===== src/rtl/core/lcdcf_pkg.sv =====
// Shared types, constants and helper functions of the cell frame buffer packetizer.
`default_nettype none
package lcdcf_pkg;

    // Pixel store: one byte holds 8 vertically adjacent pixels of one column.
    localparam int FB_WIDTH  = 8;
    localparam int FB_DEPTH  = 768;
    localparam int FB_AW     = 10;
    // Dirty map: one word per cell column, one bit per cell row.
    localparam int DM_WIDTH  = 4;
    localparam int DM_DEPTH  = 12;
    localparam int DM_AW     = 4;
    localparam logic [DM_AW-1:0] DM_LAST = 4'd11;
    localparam logic [6:0] X_MAX = 7'd95;

    // Input actions.
    localparam logic [2:0] ACT_WRITE     = 3'd0;
    localparam logic [2:0] ACT_READ      = 3'd1;
    localparam logic [2:0] ACT_REDRAW    = 3'd2;
    localparam logic [2:0] ACT_BACKLIGHT = 3'd3;
    localparam logic [2:0] ACT_INIT      = 3'd4;

    // Result kinds.
    localparam logic KIND_READ = 1'b0;
    localparam logic KIND_CMD  = 1'b1;

    // Emit requests from the sequencer to the packet stage.
    localparam logic [2:0] OP_READ  = 3'd0;
    localparam logic [2:0] OP_CELL1 = 3'd1;
    localparam logic [2:0] OP_CELL2 = 3'd2;
    localparam logic [2:0] OP_BL    = 3'd3;
    localparam logic [2:0] OP_INIT  = 3'd4;

    // Command constants.
    localparam logic [3:0]  TAG_CELL1 = 4'hd;
    localparam logic [3:0]  TAG_CELL2 = 4'ha;
    localparam logic [3:0]  TAG_BL    = 4'h0;
    localparam logic [7:0]  BL_ON     = 8'h95;
    localparam logic [7:0]  BL_OFF    = 8'h96;
    localparam logic [7:0]  INIT_B2   = 8'h86;
    localparam logic [7:0]  INIT_B3   = 8'h51;
    localparam logic [7:0]  INIT_TAG  = 8'h01;
    localparam logic [39:0] INIT_PAY  = 40'hea_ee_0a_19_28;
    localparam logic [4:0]  TAG_MOD   = 5'd10;

    typedef struct packed {
        logic        go;
        logic [2:0]  op;
        logic        rbit;
        logic        on;
        logic        more;
        logic [7:0]  b2;
        logic [63:0] data;
    } emit_t;

    // Low tag nibble plus one, modulo ten.
    function automatic logic [3:0] next_count(input logic [3:0] low);
        logic [4:0] n;
        n = {1'b0, low} + 5'd1;
        if (n >= TAG_MOD) begin
            n = n - TAG_MOD;
        end
        return n[3:0];
    endfunction

    // Stored byte to display byte: first row to the MSB, pixels inverted.
    function automatic logic [7:0] cell_byte(input logic [7:0] d);
        logic [7:0] v;
        for (int i = 0; i < 8; i++) begin
            v[7-i] = ~d[i];
        end
        return v;
    endfunction

endpackage
`default_nettype wire


===== src/rtl/core/lcdcf_seq.sv =====
// Item sequencer: clearing pass, pixel read-modify-write, dirty scan and cell fetch.
`default_nettype none
module lcdcf_seq (
    input  wire logic                            aclk,
    input  wire logic                            aresetn,
    input  wire logic                            s_tvalid,
    output logic                                 s_tready,
    input  wire logic [15:0]                     s_tdata,
    input  wire logic [2:0]                      s_tuser,
    output logic                                 fb_we,
    output logic [lcdcf_pkg::FB_AW-1:0]          fb_waddr,
    output logic [lcdcf_pkg::FB_WIDTH-1:0]       fb_wdata,
    output logic [lcdcf_pkg::FB_AW-1:0]          fb_raddr,
    input  wire logic [lcdcf_pkg::FB_WIDTH-1:0]  fb_rdata,
    output logic                                 dm_we,
    output logic [lcdcf_pkg::DM_AW-1:0]          dm_waddr,
    output logic [lcdcf_pkg::DM_WIDTH-1:0]       dm_wdata,
    output logic [lcdcf_pkg::DM_AW-1:0]          dm_raddr,
    input  wire logic [lcdcf_pkg::DM_WIDTH-1:0]  dm_rdata,
    input  wire logic                            out_free,
    output lcdcf_pkg::emit_t                     req
);

    localparam logic [3:0] ST_CLEAR = 4'd0;
    localparam logic [3:0] ST_IDLE  = 4'd1;
    localparam logic [3:0] ST_PIX   = 4'd2;
    localparam logic [3:0] ST_SCAN  = 4'd3;
    localparam logic [3:0] ST_DCLR  = 4'd4;
    localparam logic [3:0] ST_FETCH = 4'd5;
    localparam logic [3:0] ST_PK1   = 4'd6;
    localparam logic [3:0] ST_PK2   = 4'd7;
    localparam logic [3:0] ST_INIT  = 4'd8;
    localparam logic [3:0] ST_EMIT  = 4'd9;

    localparam logic [lcdcf_pkg::FB_AW-1:0] FB_LAST =
        lcdcf_pkg::FB_AW'(lcdcf_pkg::FB_DEPTH - 1);

    logic [3:0]   state_reg, state_next;
    logic [lcdcf_pkg::FB_AW-1:0] addr_reg, addr_next;
    logic [2:0]   act_reg, act_next;
    logic [6:0]   x_reg, x_next;
    logic [6:0]   y_reg, y_next;
    logic         val_reg, val_next;
    logic         on_reg, on_next;
    logic         inr_reg, inr_next;
    logic [3:0]   col_reg, col_next;
    logic         found_reg, found_next;
    logic [3:0]   fcol_reg, fcol_next;
    logic [1:0]   frow_reg, frow_next;
    logic [3:0]   fword_reg, fword_next;
    logic         more_reg, more_next;
    logic [3:0]   bcnt_reg, bcnt_next;
    logic [127:0] cell_reg, cell_next;
    logic [7:0]   sum_reg, sum_next;

    logic [6:0]   in_x, in_y;
    logic [2:0]   in_act;
    logic         in_inr;
    logic         accept;
    logic [7:0]   cbyte;
    logic [7:0]   pos;
    logic [1:0]   low_row;
    logic [3:0]   bnext;

    assign in_act = s_tuser;
    assign in_x   = s_tdata[6:0];
    assign in_y   = s_tdata[13:7];
    assign in_inr = (in_x <= lcdcf_pkg::X_MAX) && !in_y[6];
    assign s_tready = (state_reg == ST_IDLE);
    assign accept   = s_tvalid && s_tready;
    assign cbyte    = lcdcf_pkg::cell_byte(fb_rdata);
    assign pos      = {~frow_reg, 2'b00, fcol_reg};
    assign bnext    = bcnt_reg + 4'd1;

    always_comb begin
        priority if (dm_rdata[0]) begin
            low_row = 2'd0;
        end else if (dm_rdata[1]) begin
            low_row = 2'd1;
        end else if (dm_rdata[2]) begin
            low_row = 2'd2;
        end else begin
            low_row = 2'd3;
        end
    end

    always_comb begin
        state_next = state_reg;
        addr_next  = addr_reg;
        act_next   = act_reg;
        x_next     = x_reg;
        y_next     = y_reg;
        val_next   = val_reg;
        on_next    = on_reg;
        inr_next   = inr_reg;
        col_next   = col_reg;
        found_next = found_reg;
        fcol_next  = fcol_reg;
        frow_next  = frow_reg;
        fword_next = fword_reg;
        more_next  = more_reg;
        bcnt_next  = bcnt_reg;
        cell_next  = cell_reg;
        sum_next   = sum_reg;

        fb_we    = 1'b0;
        fb_waddr = {x_reg, y_reg[5:3]};
        fb_wdata = fb_rdata;
        fb_raddr = {x_reg, y_reg[5:3]};
        dm_we    = 1'b0;
        dm_waddr = x_reg[6:3];
        dm_wdata = dm_rdata | (4'b0001 << y_reg[5:4]);
        dm_raddr = x_reg[6:3];

        req      = '0;
        req.op   = act_reg == lcdcf_pkg::ACT_INIT ? lcdcf_pkg::OP_INIT : lcdcf_pkg::OP_BL;
        req.on   = on_reg;
        req.more = more_reg;

        unique case (state_reg)
            ST_CLEAR: begin
                fb_we    = 1'b1;
                fb_waddr = addr_reg;
                fb_wdata = '0;
                dm_we    = addr_reg <= lcdcf_pkg::FB_AW'(lcdcf_pkg::DM_LAST);
                dm_waddr = addr_reg[lcdcf_pkg::DM_AW-1:0];
                dm_wdata = '0;
                addr_next = addr_reg + 1'b1;
                if (addr_reg == FB_LAST) begin
                    state_next = ST_IDLE;
                end
            end
            ST_IDLE: begin
                fb_raddr = {in_x, in_y[5:3]};
                dm_raddr = (in_act == lcdcf_pkg::ACT_REDRAW) ? '0 : in_x[6:3];
                if (accept) begin
                    act_next   = in_act;
                    x_next     = in_x;
                    y_next     = in_y;
                    val_next   = s_tdata[14];
                    on_next    = s_tdata[15];
                    inr_next   = in_inr;
                    col_next   = '0;
                    found_next = 1'b0;
                    more_next  = 1'b0;
                    addr_next  = '0;
                    unique case (in_act)
                        lcdcf_pkg::ACT_WRITE:     state_next = in_inr ? ST_PIX : ST_IDLE;
                        lcdcf_pkg::ACT_READ:      state_next = ST_PIX;
                        lcdcf_pkg::ACT_REDRAW:    state_next = ST_SCAN;
                        lcdcf_pkg::ACT_BACKLIGHT: state_next = ST_EMIT;
                        lcdcf_pkg::ACT_INIT:      state_next = ST_INIT;
                        default:                  state_next = ST_IDLE;
                    endcase
                end
            end
            ST_PIX: begin
                if (act_reg == lcdcf_pkg::ACT_WRITE) begin
                    // Store and mark dirty only when the bit really changes.
                    if (fb_rdata[y_reg[2:0]] != val_reg) begin
                        fb_we = 1'b1;
                        fb_wdata[y_reg[2:0]] = val_reg;
                        dm_we = 1'b1;
                    end
                    state_next = ST_IDLE;
                end else if (out_free) begin
                    req.go     = 1'b1;
                    req.op     = lcdcf_pkg::OP_READ;
                    req.rbit   = inr_reg && fb_rdata[y_reg[2:0]];
                    state_next = ST_IDLE;
                end
            end
            ST_SCAN: begin
                // dm_rdata holds the word of column col_reg.
                dm_raddr = col_reg + 4'd1;
                if (dm_rdata != '0) begin
                    if (!found_reg) begin
                        found_next = 1'b1;
                        fcol_next  = col_reg;
                        frow_next  = low_row;
                        fword_next = dm_rdata & (dm_rdata - 4'd1);
                        more_next  = (dm_rdata & (dm_rdata - 4'd1)) != '0;
                    end else begin
                        more_next = 1'b1;
                    end
                end
                col_next = col_reg + 4'd1;
                if (col_reg == lcdcf_pkg::DM_LAST) begin
                    state_next = (found_reg || dm_rdata != '0) ? ST_DCLR : ST_IDLE;
                end
            end
            ST_DCLR: begin
                dm_we     = 1'b1;
                dm_waddr  = fcol_reg;
                dm_wdata  = fword_reg;
                fb_raddr  = {fcol_reg, 3'd0, frow_reg, 1'b1};
                bcnt_next = '0;
                sum_next  = pos;
                state_next = ST_FETCH;
            end
            ST_FETCH: begin
                // Even bytes take the lower half of the cell column, odd the upper.
                fb_raddr  = {fcol_reg, bnext[3:1], frow_reg, ~bnext[0]};
                cell_next = {cell_reg[119:0], cbyte};
                sum_next  = sum_reg ^ cbyte;
                bcnt_next = bnext;
                if (bcnt_reg == 4'd15) begin
                    state_next = ST_PK1;
                end
            end
            ST_PK1: begin
                if (out_free) begin
                    req.go     = 1'b1;
                    req.op     = lcdcf_pkg::OP_CELL1;
                    req.b2     = pos;
                    req.data   = cell_reg[127:64];
                    state_next = ST_PK2;
                end
            end
            ST_PK2: begin
                if (out_free) begin
                    req.go     = 1'b1;
                    req.op     = lcdcf_pkg::OP_CELL2;
                    req.b2     = cell_reg[63:56];
                    req.data   = {cell_reg[55:0], sum_reg};
                    state_next = ST_IDLE;
                end
            end
            ST_INIT: begin
                dm_we     = 1'b1;
                dm_waddr  = addr_reg[lcdcf_pkg::DM_AW-1:0];
                dm_wdata  = '1;
                addr_next = addr_reg + 1'b1;
                if (addr_reg[lcdcf_pkg::DM_AW-1:0] == lcdcf_pkg::DM_LAST) begin
                    state_next = ST_EMIT;
                end
            end
            ST_EMIT: begin
                if (out_free) begin
                    req.go     = 1'b1;
                    state_next = ST_IDLE;
                end
            end
            default: begin
                state_next = ST_IDLE;
            end
        endcase
    end

    always_ff @(posedge aclk) begin
        if (!aresetn) begin
            state_reg <= ST_CLEAR;
            addr_reg  <= '0;
        end else begin
            state_reg <= state_next;
            addr_reg  <= addr_next;
        end
        act_reg   <= act_next;
        x_reg     <= x_next;
        y_reg     <= y_next;
        val_reg   <= val_next;
        on_reg    <= on_next;
        inr_reg   <= inr_next;
        col_reg   <= col_next;
        found_reg <= found_next;
        fcol_reg  <= fcol_next;
        frow_reg  <= frow_next;
        fword_reg <= fword_next;
        more_reg  <= more_next;
        bcnt_reg  <= bcnt_next;
        cell_reg  <= cell_next;
        sum_reg   <= sum_next;
    end

endmodule
`default_nettype wire


===== config.mk =====
export PLATFORM = sky130hd
export DESIGN_NAME = lcdcf_seq
export DESIGN_NICKNAME = d
export VERILOG_FILES = /design/src/rtl/core/lcdcf_pkg.sv /design/src/rtl/core/lcdcf_seq.sv
export SDC_FILE = /design/constraint.sdc
export NUM_CORES = 1
export LEC_CHECK = 0
export BUFFER_PORTS_ARGS = -buffer_cell sky130_fd_sc_hd__clkbuf_2
export CORE_AREA = 2 2 118 206
export DETAILED_ROUTE_END_ITERATION = 8
export DIE_AREA = 0 0 120 208
export GPL_TIMING_DRIVEN = 0
export PLACE_DENSITY = 0.69
export SYNTH_ARGS = -nofsm -noshare
export SYNTH_HDL_FRONTEND = slang
export SYNTH_SLANG_ARGS = --single-unit

===== constraint.sdc =====
create_clock -name aclk -period 3.95 [get_ports aclk]
set_input_delay 0.1975 -clock aclk [delete_from_list [all_inputs] [get_ports aclk]]
set_output_delay 0.1975 -clock aclk [all_outputs]
set_load 0.02 [all_outputs]

Word level (Yosys, flattened, before mapping)
Cells that the tools add are included.
{"block": "op_classes", "add_sub_neg": 4, "n_mul": 0, "div": 0, "order_cmp": 4, "n_eq_ne": 26, "n_shift": 1, "mux": 56, "bitwise": 14, "n_reduce_logical": 24}
{"op": "72-bit 2-to-1 mux", "count": 2}
{"op": "72-bit case mux with 2 select lines", "count": 1}
{"op": "4-bit 2-to-1 mux", "count": 12}
{"op": "4-bit case mux with 9 select lines", "count": 1}
{"op": "4-bit case mux with 2 select lines", "count": 4}
{"op": "8-bit case mux with 2 select lines", "count": 2}
{"op": "10-bit case mux with 3 select lines", "count": 1}
{"op": "4-bit == test (second input constant)", "count": 5}
{"op": "10-bit 2-to-1 mux", "count": 2}
{"op": "10-bit case mux with 2 select lines", "count": 1}
{"op": "4-bit case mux with 5 select lines", "count": 1}
{"op": "4-bit by 3-bit == test with 1-bit output (second input constant)", "count": 4}
{"op": "8-bit 2-to-1 mux", "count": 2}
{"op": "1-bit 2-to-1 mux", "count": 12}
{"op": "2-bit != test (second input constant)", "count": 6}
{"op": "4-bit case mux with 3 select lines", "count": 1}
{"op": "10-bit by 1-bit adder with 10-bit output (second input constant)", "count": 1}
{"op": "10-bit == test (second input constant)", "count": 1}
{"op": "10-bit by 4-bit less-or-equal comparator with 1-bit output (second input constant)", "count": 1}
{"op": "5-bit 2-to-1 mux", "count": 2}
{"op": "1-bit NOT", "count": 10}
{"op": "3-bit case mux with 3 select lines", "count": 1}
{"op": "4-bit by 1-bit adder with 4-bit output (second input constant)", "count": 2}
{"op": "8-bit bitwise mux", "count": 1}
{"op": "34 further kinds", "count": 53}
{"block": "totals", "register_bits": 189, "latchBits": 0, "ramBits": 0, "rom_bits": 0, "out_inout_bits": 122, "wordCells": 147, "memories": 0}

Logic depth before layout (Yosys ltp)
Gate-level depths: netlist of run 1.
{"block": "logic_depth", "depth_word": 8, "ltp_mapped": 9}

Worst setup path before layout of run 1
Ideal clock, no wire load.
{"block": "synth_timing", "path_kind": "register to register", "startpoint": "register state_reg[3]", "endpoint": "register cell_reg[0] (enable)", "setup_time_ps": 480, "arrival_time_ps": 3622, "t_required_ps": 3470, "setup_slack_ps": -152, "path_stages_with_launch": 6, "path_cell_list": "dfxtp_1 -> buf_2 -> nor2_2 -> nand2_1 -> clkbuf_1 -> inv_1"}
{"block": "synth_via", "elab_chain_len": 1}
{"element": "from (decl)", "line": "lcdcf_seq.sv:38", "source": "logic [3:0] state_reg, state_next;"}
{"element": "from (signal assigned)", "line": "lcdcf_seq.sv:255", "source": "state_reg <= state_next;"}
{"element": "4-bit by 3-bit == test with 1-bit output", "line": "lcdcf_seq.sv:120", "source": "unique case (state_reg)"}
{"element": "to (signal assigned)", "line": "lcdcf_seq.sv:271", "source": "cell_reg <= cell_next;"}
{"element": "to (decl)", "line": "lcdcf_seq.sv:53", "source": "logic [127:0] cell_reg, cell_next;"}
No other way between the ends.
A chain may end at the register's enable or synchronous reset.

Worst setup path in the final report of run 1
{"block": "layout_timing", "startpoint": "register state_reg[3]", "endpoint": "register cell_reg[7] (enable)"}
The elaborated chain is that of the path after synthesis.

==> results by group, run 1 <==
Timing
  • Max_slew headroom: 41.5%
  • Maximum operating frequency: 0.320 GHz
  • WHS: 0.0248 ns
  • Final number of max-transition violations: 0
  • Time the final worst path needs with I/O delays and setup: 3.12 ns
  • Worst slew pin tran: 0.877 ns
  • RSZ-0062 raised after global routing: false
  • Tcrit/Tclk final: 79.0%
  • Number of endpoints with negative hold slack in the final report: 0
  • Layout Skew: 0.00938 ns
  • Total setup violations reported at the end of the flow: 0
  • Sum of negative setup slack: 0 ns

Layout
  • Area added between synthesis and finish: 22.2%
  • Count of filler cells inserted in the layout: 2,149
  • Most frequent standard cell in the layout excluding fill and tap cells: edfxtp_1
  • Final instance area: 10,700 um^2
  • Number of diodes: 0
  • Flip-flop count of the largest register after layout: 128
  • Most frequent cells in the layout: edfxtp_1 (174), clkbuf_2 (156), nor2_1 (108), mux2i_1 (73), nand2_1 (53)
  • Fraction of layout instances using a drive strength above 1: 26.7%
  • Layout Nets: 927
  • Final std cells w/o fill: 1,206
  • Final standard cell utilization of the core: 46.0%

Clock tree
  • CTS max path bufs: 2
  • Depth of the CTS H-tree: 4
  • Sink count of the clock tree: 188
  • Cts repair resizes: 0
  • Inserted Clock Buffers: 17
  • Number of buffers added to fix hold violations after cts: 14
  • Clock latency reported for the late side of the worst-skew pair: 0.44 ns
  • Clock tree from TritonCTS: built
  • Clock root buffer: clkbuf_16
  • Clock transition at path regs: 0.07 ns
  • Setup repair bufs after CTS: 0

Pwr
  • Areal power density over the cells: 468 nW/um^2
  • Peak supply drop: 0.333 mV
  • Leakage power summed over all cells: 0.00406 uW

Detailed routing
  • Drt total wl: 24,500 um
  • Count of nets left with antenna violations after detail routing: 0
  • Detailed-route DRC error count: 0
  • Violation count after the first detailed-route iteration: 473
  • Vias post-DR: 6,319
  • Drt via density: 5.24
  • Router iterations before antenna repair: 7
  • Routed WL per cell: 20.3 um

Place
  • # placed instances: 1,160
  • PortBufs: 156
  • Final Wtd Congestion: 0.975
  • Detailed-placement wirelength estimate: 18,200 um
  • Placement-stage cell area: 9970 um^2

GRT
  • Pin count of the biggest net entering global routing: 46
  • Global-route wire length before repair: 36,300 um
  • Number of global-route vias before repair: 6,257
  • Total overflow reported by the global router: 0
  • Initial antenna violation count: 0
  • GRT Resource Usage Total: 19.6%

Min path
  • Cell depth of the worst min-delay path: 1
  • Hold Startpoint: s_tdata[6]
  • Worst min path class: in2reg

Critical path
  • Cell type with the highest occurrence count on the critical path: buf_12
  • Arrival time at the worst endpoint: 3.30 ns
  • CP max stage delay: 0.49 ns
  • Kind of critical path: reg2reg
  • Cell depth of the worst setup path: 8
  • Slowest library cell on the worst path: clkinvlp_4
  • Top cell family by delay on the critical path: buffers and inverters
  • Crit. Startpoint: state_reg[3]$_SDFFE_PN0P_
  • Launching point of the worst reg2reg path: state_reg[3]$_SDFFE_PN0P_
  • Worst path bufs/invs: 6
  • Worst-path fanout max: 45
  • Series of cell instances along the critical path: buf_2 -> nor2_2 -> nand2_1 -> clkbuf_1 -> clkinvlp_4 -> buf_12 -> buf_12 -> buf_12
  • Required arrival time at the worst endpoint: 4.13 ns
  • Setup crit start kind: register
  • Nature of the critical path endpoint: register
  • Depth of the most critical reg-to-reg path: 8
  • Minimum setup slack among reg-to-reg paths: 0.83 ns

Synthesis
  • Total nets after synthesis: 735
  • Synth Register Bits: 188
  • Number of warnings reported in the yosys synthesis log: 0
  • Part of the Yosys area used for sequential elements: 62.9%
  • Post-synth ARST share: 0%
  • Number of distinct library cell variants in the gate-level netlist after synthesis: 69
  • Cell count after synthesis: 697
  • Synthesized area per cell: 12.6 um^2
  • Number of enable flip-flop cells after synthesis: 174
  • Post-Synthesis Cell Area: 8750 um^2
  • Main synth FF type: edfxtp_1

Floorplan
  • Num ports: 157
  • CORE AREA: 23,200 um^2
  • Vertical die dimension: 208 um
  • Die Footprint: 25,000 um^2
  • Die Span X: 120 um
  • Std cell rows: 74
  • Effective utilization at floorplan: 37.6%

Job
  • Max-cap check violation count: 0

Outcome
  • Result of the run: completed
cells by family after synthesis:
kind of cell / after synthesis / synth area share [%]
AOI/OAI and AO/OA: 92 / 7.97
xor gates and xnor gates: 20 / 2.00
adders and majority gates: 4 / 0.544
buffers and inverters: 59 / 3.05
DFF: 188 / 62.9
muxes: 83 / 9.64
and+or+nand+nor: 251 / 13.9
metal layers:
| layer | vias up | share of wire (%) | global-route usage (%) |
|---|---|---|---|
| li1 | 2991 | - | - |
| met1 | 3067 | 38 | 21.4 |
| met2 | 214 | 54 | 35.8 |
| met3 | 47 | 4.4 | 3.92 |
| met4 | 0 | 3.9 | 8.88 |
| met5 | - | 0 | 0 |
worst register-to-register path: stages, from the launching register on:
cell	delay [ns]
dfxtp_1	0.43
buf_2	0.29
nor2_2	0.13
nand2_1	0.27
clkbuf_1	0.48
clkinvlp_4	0.50
buf_12	0.32
buf_12	0.24
buf_12	0.20
per-stage QoR:
stage / worst slack [ns] / total power, uW
after floorplan: 0.315 / 2990
after global placement: -0.895 / 3340
after detailed placement: 0.791 / 3340
after CTS: 0.779 / 5040
after global routing: 0.571 / 5190
final: 0.828 / 5000
area by class of cell:
class	count	area [um^2]	area share (%)
Multi-Input combinational cell	450	2980	27.8
Timing Repair Buffer	173	981	9.17
Buffer	37	181	1.70
Sequential cell	188	5510	51.5
Inverter	22	88.8	0.831
Clock inverter	13	146	1.37
Tap cell	304	380	3.56
Clock buffer	19	433	4.05
synth_stat cells (all sizes together) (2+ instances only):
library cell | count | share of area [%]
edfxtp | 174 | 60
nor2 | 111 | 4.8
mux2i | 73 | 8.4
nand2 | 53 | 2.3
a21oi | 25 | 1.4
buf | 22 | 1.4
inv | 22 | 0.97
clkbuf | 15 | 0.64
and3 | 14 | 1.0
dfxtp | 14 | 3.2
nand3 | 14 | 0.80
o21ai | 12 | 0.69
xor2 | 12 | 1.2
nand4 | 11 | 0.79
mux2 | 10 | 1.3
nor3 | 10 | 0.63
a221oi | 8 | 0.80
xnor2 | 8 | 0.80
a22oi | 7 | 0.72
nand2b | 7 | 0.50
and2 | 6 | 0.43
or3 | 5 | 0.36
a2111oi | 4 | 0.54
a221o | 4 | 0.46
a222oi | 4 | 0.46
nand3b | 4 | 0.49
nor2b | 4 | 0.37
a211oi | 3 | 0.31
a32oi | 3 | 0.39
ha | 3 | 0.43
nor4b | 3 | 0.64
or2 | 3 | 0.21
a211o | 2 | 0.20
a31oi | 2 | 0.14
o211ai | 2 | 0.23
o21a | 2 | 0.17
o311ai | 2 | 0.20
or4 | 2 | 0.17
power by group:
| group | switching (uW) | leakage, uW | internal [uW] |
|---|---|---|---|
| combinational | 691 | 0.00211 | 397 |
| sequential | 38.3 | 0.00167 | 2190 |
| clock | 789 | 0.000283 | 900 |
final timing paths:
check / end
setup / recovery: cell_reg[7]$_DFFE_PP_
hold / removal: x_reg[6]$_DFFE_PP_
setup reg to reg: cell_reg[7]$_DFFE_PP_
hold reg to reg: cell_reg[68]$_DFFE_PP_
(Power assumes the default switching activity.)
==> run 2: changes to the inputs <==
--- a/config.mk
+++ b/config.mk
@@ -10,7 +10,7 @@
 export DETAILED_ROUTE_END_ITERATION = 8
 export DIE_AREA = 0 0 120 208
 export GPL_TIMING_DRIVEN = 0
-export PLACE_DENSITY = 0.69
+export PLACE_DENSITY = 0.66
 export SYNTH_ARGS = -nofsm -noshare
 export SYNTH_HDL_FRONTEND = slang
 export SYNTH_SLANG_ARGS = --single-unit
==> constraint.sdc (replaced) <==
create_clock -name aclk -period 3 [get_ports aclk]
set_input_delay 0.15 -clock aclk [delete_from_list [all_inputs] [get_ports aclk]]
set_output_delay 0.15 -clock aclk [all_outputs]
set_load 0.02 [all_outputs]
==> run 2 against run 1 <==
  * Sequential power increased by 32%
  * Worst hold slack gained 0.014 ns
  * Global-route usage is 0.63 points higher
  * Power is 34% higher
  * Largest cell class unchanged
  * Largest power group unchanged
==> results by group, run 2 (same netlist as run 1, synthesis figures left out) <==
Outcome
  • Result of the run: completed

Clock tree
  • Sink count of the clock tree: 188 (unchanged)
  • CTS max path bufs: 2 (unchanged)
  • Inserted Clock Buffers: 17 (unchanged)
  • Clock tree from TritonCTS: built
  • Clock root buffer: clkbuf_16
  • Setup repair bufs after CTS: 0 (unchanged)
  • Clock latency reported for the late side of the worst-skew pair: 0.44 ns (about the same)
  • Clock transition at path regs: 0.07 ns (about the same)
  • Depth of the CTS H-tree: 4 (unchanged)

Critical path
  • Worst R2R End: y_reg[0]$_DFFE_PP_
  • Cell type with the highest occurrence count on the critical path: nand2_1
  • Slowest library cell on the worst path: a2111oi_2
  • Arrival time at the worst endpoint: 2.73 ns (-0.57 ns)
  • Crit. Startpoint: state_reg[2]$_SDFFE_PN0P_
  • Critical Path End: fb_wdata[0]
  • Depth of the most critical reg-to-reg path: 4 (-4)
  • Series of cell instances along the critical path: buf_4 -> nor4b_4 -> nand2_1 -> a2111oi_2 -> a221oi_1 -> nand2_1 -> clkbuf_2
  • Minimum setup slack among reg-to-reg paths: 0.37 ns (-0.46 ns)
  • Setup crit start kind: register
  • CP max stage delay: 0.54 ns (+0.05 ns)
  • Cell depth of the worst setup path: 7 (-1)
  • Top cell family by delay on the critical path: simple AND/OR/NAND/NOR gates
  • Worst-path fanout max: 10 (-78%)
  • Kind of critical path: reg2out
  • Nature of the critical path endpoint: output pin
  • Required arrival time at the worst endpoint: 2.85 ns (-1.28 ns)
  • Launching point of the worst reg2reg path: state_reg[3]$_SDFFE_PN0P_
  • Worst path bufs/invs: 2 (-4)

Floorplan
  • Effective utilization at floorplan: 37.6% (unchanged)
  • Die Footprint: 25,000 um^2 (unchanged)
  • CORE AREA: 23,200 um^2 (unchanged)
  • Die Span X: 120 um (unchanged)
  • Std cell rows: 74 (unchanged)
  • Vertical die dimension: 208 um (unchanged)
  • Num ports: 157 (unchanged)

Timing
  • Total setup violations reported at the end of the flow: 0 (unchanged)
  • WHS: 0.0386 ns (+0.0138 ns)
  • Layout Skew: 0.00946 ns (+0.0000755 ns)
  • Max_slew headroom: 43.1% (+1.5 points)
  • Tcrit/Tclk final: 96.0%
  • Final number of max-transition violations: 0 (unchanged)
  • Number of endpoints with negative hold slack in the final report: 0 (unchanged)
  • RSZ-0062 raised after global routing: false
  • PnR worst setup slack: 0.120 ns (-0.708 ns)
  • Time the final worst path needs with I/O delays and setup: 2.88 ns
  • Maximum operating frequency: 0.347 GHz
  • Worst slew pin tran: 0.853 ns (-0.0241 ns)

Min path
  • Worst min path class: in2reg

Layout
  • Final standard cell utilization of the core: 46.5% (+0.53 points)
  • Most frequent standard cell in the layout excluding fill and tap cells: edfxtp_1
  • Number of diodes: 0 (unchanged)
  • Layout Nets: 932 (+0.54%)
  • Most frequent cells in the layout: edfxtp_1 (174), clkbuf_2 (156), nor2_1 (108), mux2i_1 (73), nand2_1 (52)
  • Flip-flop count of the largest register after layout: 128 (unchanged)
  • Combined area of the multi-input logic cells: 2990 um^2 (+0.50%)
  • Fraction of layout instances using a drive strength above 1: 27.1% (+0.40 points)
  • Final instance area: 10,800 um^2 (+1.2%)
  • Register cell area after layout: 5510 um^2 (about the same)
  • Count of filler cells inserted in the layout: 2,147 (-0.093%)
  • Area added between synthesis and finish: 23.6%

GRT
  • Global-route wire length before repair: 37,500 um (+3.4%)
  • Initial antenna violation count: 0 (unchanged)
  • Number of global-route vias before repair: 6,305 (+0.77%)
  • Total overflow reported by the global router: 0 (unchanged)
  • Pin count of the biggest net entering global routing: 44 (-4.3%)
  • GRT Resource Usage Total: 20.2% (+0.63 points)

Detailed routing
  • Drt total wl: 25,000 um (+1.9%)
  • Detailed-route DRC error count: 0 (unchanged)
  • Drt via density: 5.23 (-0.26%)
  • Router iterations before antenna repair: 6 (-1)
  • Violation count after the first detailed-route iteration: 497 (+5.1%)
  • Routed WL per cell: 20.6 um (+1.5%)
  • Count of nets left with antenna violations after detail routing: 0 (unchanged)
  • Vias post-DR: 6,329 (+0.16%)

Place
  • Final Wtd Congestion: 0.969 (-0.56%)
  • Detailed-placement wirelength estimate: 18,600 um (+2.2%)
  • PortBufs: 156 (unchanged)
  • Worst setup timing slack at the placement stage: 0.366 ns (-0.425 ns)
  • Placement-stage cell area: 10,000 um^2 (+0.39%)

Pwr
  • Areal power density over the cells: 621 nW/um^2 (+33%)
  • Leakage power summed over all cells: 0.00411 uW (+1.3%)
  • Peak supply drop: 0.487 mV (+46%)

Job
  • Max-cap check violation count: 0 (unchanged)
-- run 2: final cells by class --
type                            instances  area share, %
Multi-Input combinational cell        450           27.7
Sequential cell                       188           50.9
Inverter                               22          0.821
Timing Repair Buffer                  178           9.53
Clock buffer                           17           3.93
Tap cell                              304           3.52
Clock inverter                         15           1.70
Buffer                                 37           1.91
-- run 2: what timing repair did --
item | 4_1_cts | 5_1_grt
setup endpoints to repair | 0 | 4
resized for setup | 0 | 1
hold buffers | 19 | 0
hold endpoints to repair | 20 | 0
-- run 2: worst register-to-register path: cells and delay by family (launching register included) --
| family | cells | cell delay, ns |
|---|---|---|
| buf+inv | 2 | 0.87 |
| simple gates | 2 | 1.01 |
| flops | 1 | 0.37 |
-- run 2: power by group --
group	internal (uW)	switching [uW]
Clock	1330	1010
Combinational	534	919
Sequential	2880	50.7
Total	4740	1980
-- run 2: stage by stage --
step | setup TNS (ns) | instances | total power, uW
2_1_floorplan | -15.32 | 697 | 3950
3_3_place_gp | -130.61 | 1157 | 4410
3_5_place_dp | 0 | 1160 | 4420
4_1_cts | 0 | 1211 | 6760
5_1_grt | 0 | 1211 | 6960
6_report | 0 | 1211 | 6720
-- run 2: worst min-delay path by stage --
stage           startpoint                     to  slack (ns)  cells past startpoint
3_3_place_gp    s_tdata[8]     y_reg[1]$_DFFE_PP_        0.33                      1
2_1_floorplan   s_tuser[0]   act_reg[0]$_DFFE_PP_        0.25                      0
4_1_cts        fb_rdata[3]  cell_reg[4]$_DFFE_PP_        0.02                      2
5_1_grt        fb_rdata[3]  cell_reg[4]$_DFFE_PP_        0.05                      2
6_report       fb_rdata[3]  cell_reg[4]$_DFFE_PP_        0.04                      2
3_5_place_dp    s_tdata[9]     y_reg[2]$_DFFE_PP_        0.33                      1
-- run 2: routing by layer --
layer	share of wire (%)	vias to the layer above	routed length, um	global-route usage (%)
met3	4.7	34	1180	3.89
met4	2.3	0	570	6.37
li1	-	2993	-	-
met2	55	220	13700	37.5
met1	38	3082	9590	22.9
met5	0	-	0	0
==> run 3: changes to the inputs <==
--- a/config.mk
+++ b/config.mk
@@ -5,12 +5,13 @@
 export SDC_FILE = /design/constraint.sdc
 export NUM_CORES = 1
 export LEC_CHECK = 0
+export ABC_AREA = 1
 export BUFFER_PORTS_ARGS = -buffer_cell sky130_fd_sc_hd__clkbuf_2
 export CORE_AREA = 2 2 118 206
 export DETAILED_ROUTE_END_ITERATION = 8
 export DIE_AREA = 0 0 120 208
 export GPL_TIMING_DRIVEN = 0
-export PLACE_DENSITY = 0.66
+export PLACE_DENSITY = 0.53
 export SYNTH_ARGS = -nofsm -noshare
 export SYNTH_HDL_FRONTEND = slang
 export SYNTH_SLANG_ARGS = --single-unit
==> run 3 against run 2 <==
  * Fmax rose by 1.9%
  * Sequential cell count stayed put
  * Count of clock-buffer cells in the layout stayed put
  * Clock skew is 0.0057 ns higher
  * Sequential power hardly changed
  * Power is 8.9% lower
  * Synthesized area grew 0.11%
  * Wire length is 13% higher
  * Clock power decreased by 5%
  * Setup slack gained 0.053 ns
  * Critical path type unchanged
  * Highest routed layer unchanged
==> results by group, run 3 <==
Outcome
  • Result of the run: completed

Detailed routing
  • Count of nets left with antenna violations after detail routing: 0 (unchanged)
  • Detailed-route DRC error count: 0 (unchanged)
  • Drt via density: 5.20 (-0.48%)
  • Vias post-DR: 7,360 (+16%)
  • Violation count after the first detailed-route iteration: 620 (+25%)
  • Drt total wl: 28,200 um (+13%)
  • Routed WL per cell: 19.9 um (-3.5%)
  • Router iterations before antenna repair: 5 (-1)

Layout
  • Fraction of layout instances using a drive strength above 1: 20.3% (-6.9 points)
  • Final std cells w/o fill: 1,415 (+17%)
  • Most frequent standard cell in the layout excluding fill and tap cells: nand2_1
  • Area added between synthesis and finish: 23.5% (about the same)
  • Count of filler cells inserted in the layout: 2,286 (+6.5%)
  • Most frequent cells in the layout: nand2_1 (224), edfxtp_1 (174), clkbuf_2 (155), o21ai_0 (103), nand3_1 (95)
  • Flip-flop count of the largest register after layout: 128 (unchanged)
  • Number of diodes: 0 (unchanged)
  • Layout Nets: 1,136 (+22%)

Clock tree
  • Clock tree from TritonCTS: built
  • Clock transition at path regs: 0.08 ns (about the same)
  • Clock root buffer: clkbuf_16
  • Inserted Clock Buffers: 17 (unchanged)
  • Depth of the CTS H-tree: 4 (unchanged)
  • Sink count of the clock tree: 188 (unchanged)
  • CTS max path bufs: 2 (unchanged)
  • Clock latency reported for the late side of the worst-skew pair: 0.45 ns (about the same)

Synthesis
  • Number of warnings reported in the yosys synthesis log: 0 (unchanged)
  • Post-synth ARST share: 0% (unchanged)
  • Number of enable flip-flop cells after synthesis: 174 (unchanged)
  • Yosys top cell by area: edfxtp_1
  • Synthesized area per cell: 9.72 um^2 (-23%)
  • Number of distinct library cell variants in the gate-level netlist after synthesis: 28 (-59%)
  • Synth cell count leaders: nand2_1 (225), edfxtp_1 (174), o21ai_0 (103), nand3_1 (95), inv_1 (73)
  • Synth Register Bits: 188 (unchanged)
  • Area share of the largest cell type after synthesis: 59.7% (-0.068 points)
  • Main synth FF type: edfxtp_1
  • Post-Synthesis Cell Area: 8760 um^2 (+0.11%)
  • Cell count after synthesis: 901 (+29%)
  • Most used standard cell by instance count after synthesis: nand2_1
  • Part of the Yosys area used for sequential elements: 62.9% (-0.072 points)
  • Leading cell types by total area after synthesis: edfxtp_1 (60%), nand2_1 (9.6%), o21ai_0 (5.9%)
  • Total nets after synthesis: 939 (+28%)

Timing
  • Final number of max-transition violations: 0 (unchanged)
  • Number of endpoints with negative hold slack in the final report: 0 (unchanged)
  • Total setup violations reported at the end of the flow: 0 (unchanged)
  • Tcrit/Tclk final: 94.2% (-1.8 points)
  • Layout Skew: 0.0152 ns (+0.00573 ns)
  • Max_slew headroom: 37.8% (-5.2 points)
  • Maximum operating frequency: 0.354 GHz (+1.9%)
  • PnR worst setup slack: 0.173 ns (+0.0532 ns)
  • RSZ-0062 raised after global routing: false
  • Worst slew pin tran: 0.929 ns (+0.0759 ns)
  • Time the final worst path needs with I/O delays and setup: 2.83 ns (-0.0532 ns)

GRT
  • GRT Resource Usage Total: 22.7% (+2.5 points)
  • Number of global-route vias before repair: 7,195 (+14%)
  • Pin count of the biggest net entering global routing: 36 (-18%)
  • Total overflow reported by the global router: 0 (unchanged)
  • Initial antenna violation count: 0 (unchanged)
  • Global-route wire length before repair: 41,700 um (+11%)

Pwr
  • Leakage power summed over all cells: 0.00429 uW (+4.3%)
  • Areal power density over the cells: 566 nW/um^2 (-9.0%)
  • Power Total: 6120 uW (-8.9%)
  • Peak supply drop: 0.377 mV (-23%)
  • Comb power frac: 16.0% (-5.6 points)
  • Power spent charging and discharging nets: 1850 uW (-6.7%)
  • Reg power frac: 47.6% (+4.0 points)
  • Clock network fraction of total power: 36.4% (+1.6 points)
  • Cell Int Power: 4270 uW (-9.9%)
  • Switching part of the total power: 30.2% (+0.74 points)

Place
  • Final Wtd Congestion: 0.933 (-3.8%)
  • PortBufs: 155 (-0.64%)
  • # placed instances: 1,364 (+18%)
  • Detailed-placement wirelength estimate: 21,000 um (+13%)
  • Worst setup timing slack at the placement stage: 0.218 ns (-0.148 ns)

Floorplan
  • Vertical die dimension: 208 um (unchanged)
  • Num ports: 157 (unchanged)
  • Std cell rows: 74 (unchanged)
  • Die Span X: 120 um (unchanged)
  • Effective utilization at floorplan: 37.7% (+0.043 points)
  • Die Footprint: 25,000 um^2 (unchanged)
  • CORE AREA: 23,200 um^2 (unchanged)

Critical path
  • Arrival time at the worst endpoint: 2.68 ns (-0.05 ns)
  • Nature of the critical path endpoint: output pin
  • Setup crit start kind: register
  • Minimum setup slack among reg-to-reg paths: 0.76 ns (+0.39 ns)
  • Kind of critical path: reg2out
  • Worst-path fanout max: 10 (unchanged)
  • Required arrival time at the worst endpoint: 2.85 ns (about the same)

Min path
  • Worst min path class: in2reg

Job
  • Max-cap check violation count: 0 (unchanged)
run 3: cell types whose count changed after synthesis, sizes merged, moves of 13 or more:
| cell | previous run | this run |
|---|---|---|
| nand2 | 53 | 229 |
| o21ai | 12 | 103 |
| nand3 | 14 | 95 |
| mux2i | 73 | 0 |
| inv | 22 | 79 |
| nor2 | 111 | 73 |
| o211ai | 2 | 19 |
| o22ai | 1 | 15 |
| and3 | 14 | 1 |
run 3: repair_timing:
| action | 4_1_cts | 5_1_grt |
|---|---|---|
| resized for setup | 1 | 0 |
| hold buffers | 19 | 0 |
| buffers inserted | 0 | 0 |
| hold endpoints to repair | 20 | 0 |
| endpoints found under the setup margin | 6 | 0 |
run 3: per-stage QoR:
| stage | instance area (um^2) | TNS [ns] | util (%) | hold slack [ns] |
|---|---|---|---|---|
| floorplan | 8800 | -0.438 | - | 0.249 |
| global placement | 9950 | -112.20 | 42.8 | 0.329 |
| detailed placement | 10000 | 0 | 43.2 | 0.329 |
| CTS | 10800 | 0 | 46.6 | 0.0355 |
| global route | 10800 | 0 | 46.6 | 0.0689 |
| finish | 10800 | 0 | 46.6 | 0.0495 |
run 3: cell type report:
| type | instances | area (um^2) | share of cell area (%) |
|---|---|---|---|
| clock inverter | 15 | 159 | 1.47 |
| clock buffer | 17 | 425 | 3.93 |
| tap | 304 | 380 | 3.52 |
| buffer | 40 | 186 | 1.72 |
| timing repair buffer | 178 | 1050 | 9.74 |
| multi-input combinational | 594 | 2810 | 25.9 |
| inverter | 79 | 304 | 2.81 |
| sequential | 188 | 5510 | 50.9 |
run 3: layer usage:
layer	share of wire [%]	global-route usage, %	up-vias
li1	-	-	3533
met1	36	24.9	3497
met2	54	42.0	290
met3	6.2	4.39	40
met4	3.1	9.13	0
met5	0	0	-
run 3: power groups by stage:
stage | registers (uW) | logic (uW) | clock network (uW)
2_1_floorplan | 2960 | 612 | 0
3_3_place_gp | 2970 | 956 | 0
3_5_place_dp | 2970 | 957 | 0
4_1_cts | 2910 | 981 | 2270
5_1_grt | 2920 | 1070 | 2350
6_report | 2910 | 980 | 2230
run 3: cells by family after synthesis:
family / after synthesis / synth area share (%)
buffers and inverters: 119 / 5.37
AOI/OAI and AO/OA: 165 / 10.4
DFF: 188 / 62.9
and+or+nand+nor: 420 / 20.4
adders and majority gates: 3 / 0.429
xor gates and xnor gates: 6 / 0.600
run 3: worst max-delay path: stages (launching register included):
cell and delay [ns]:
edfxtp_1 0.37, nor2_1 0.20, inv_1 0.08, nor2_1 0.51, clkbuf_1 0.42, o21ai_0 0.14, o22ai_1 0.28, clkbuf_2 0.24
run 3: final timing paths:
| kind | startpoint | end | cells past startpoint |
|---|---|---|---|
| worst max-delay path | act_reg[1]$_DFFE_PP_ | fb_wdata[7] | 7 |
| worst min-delay path | dm_rdata[0] | frow_reg[0]$_SDFFCE_PP0P_ | 2 |
| worst max register to register | state_reg[3]$_SDFFE_PN0P_ | addr_reg[7]$_SDFFE_PN0P_ | 9 |
| worst min register to register | cell_reg[71]$_DFFE_PP_ | cell_reg[79]$_DFFE_PP_ | 0 |
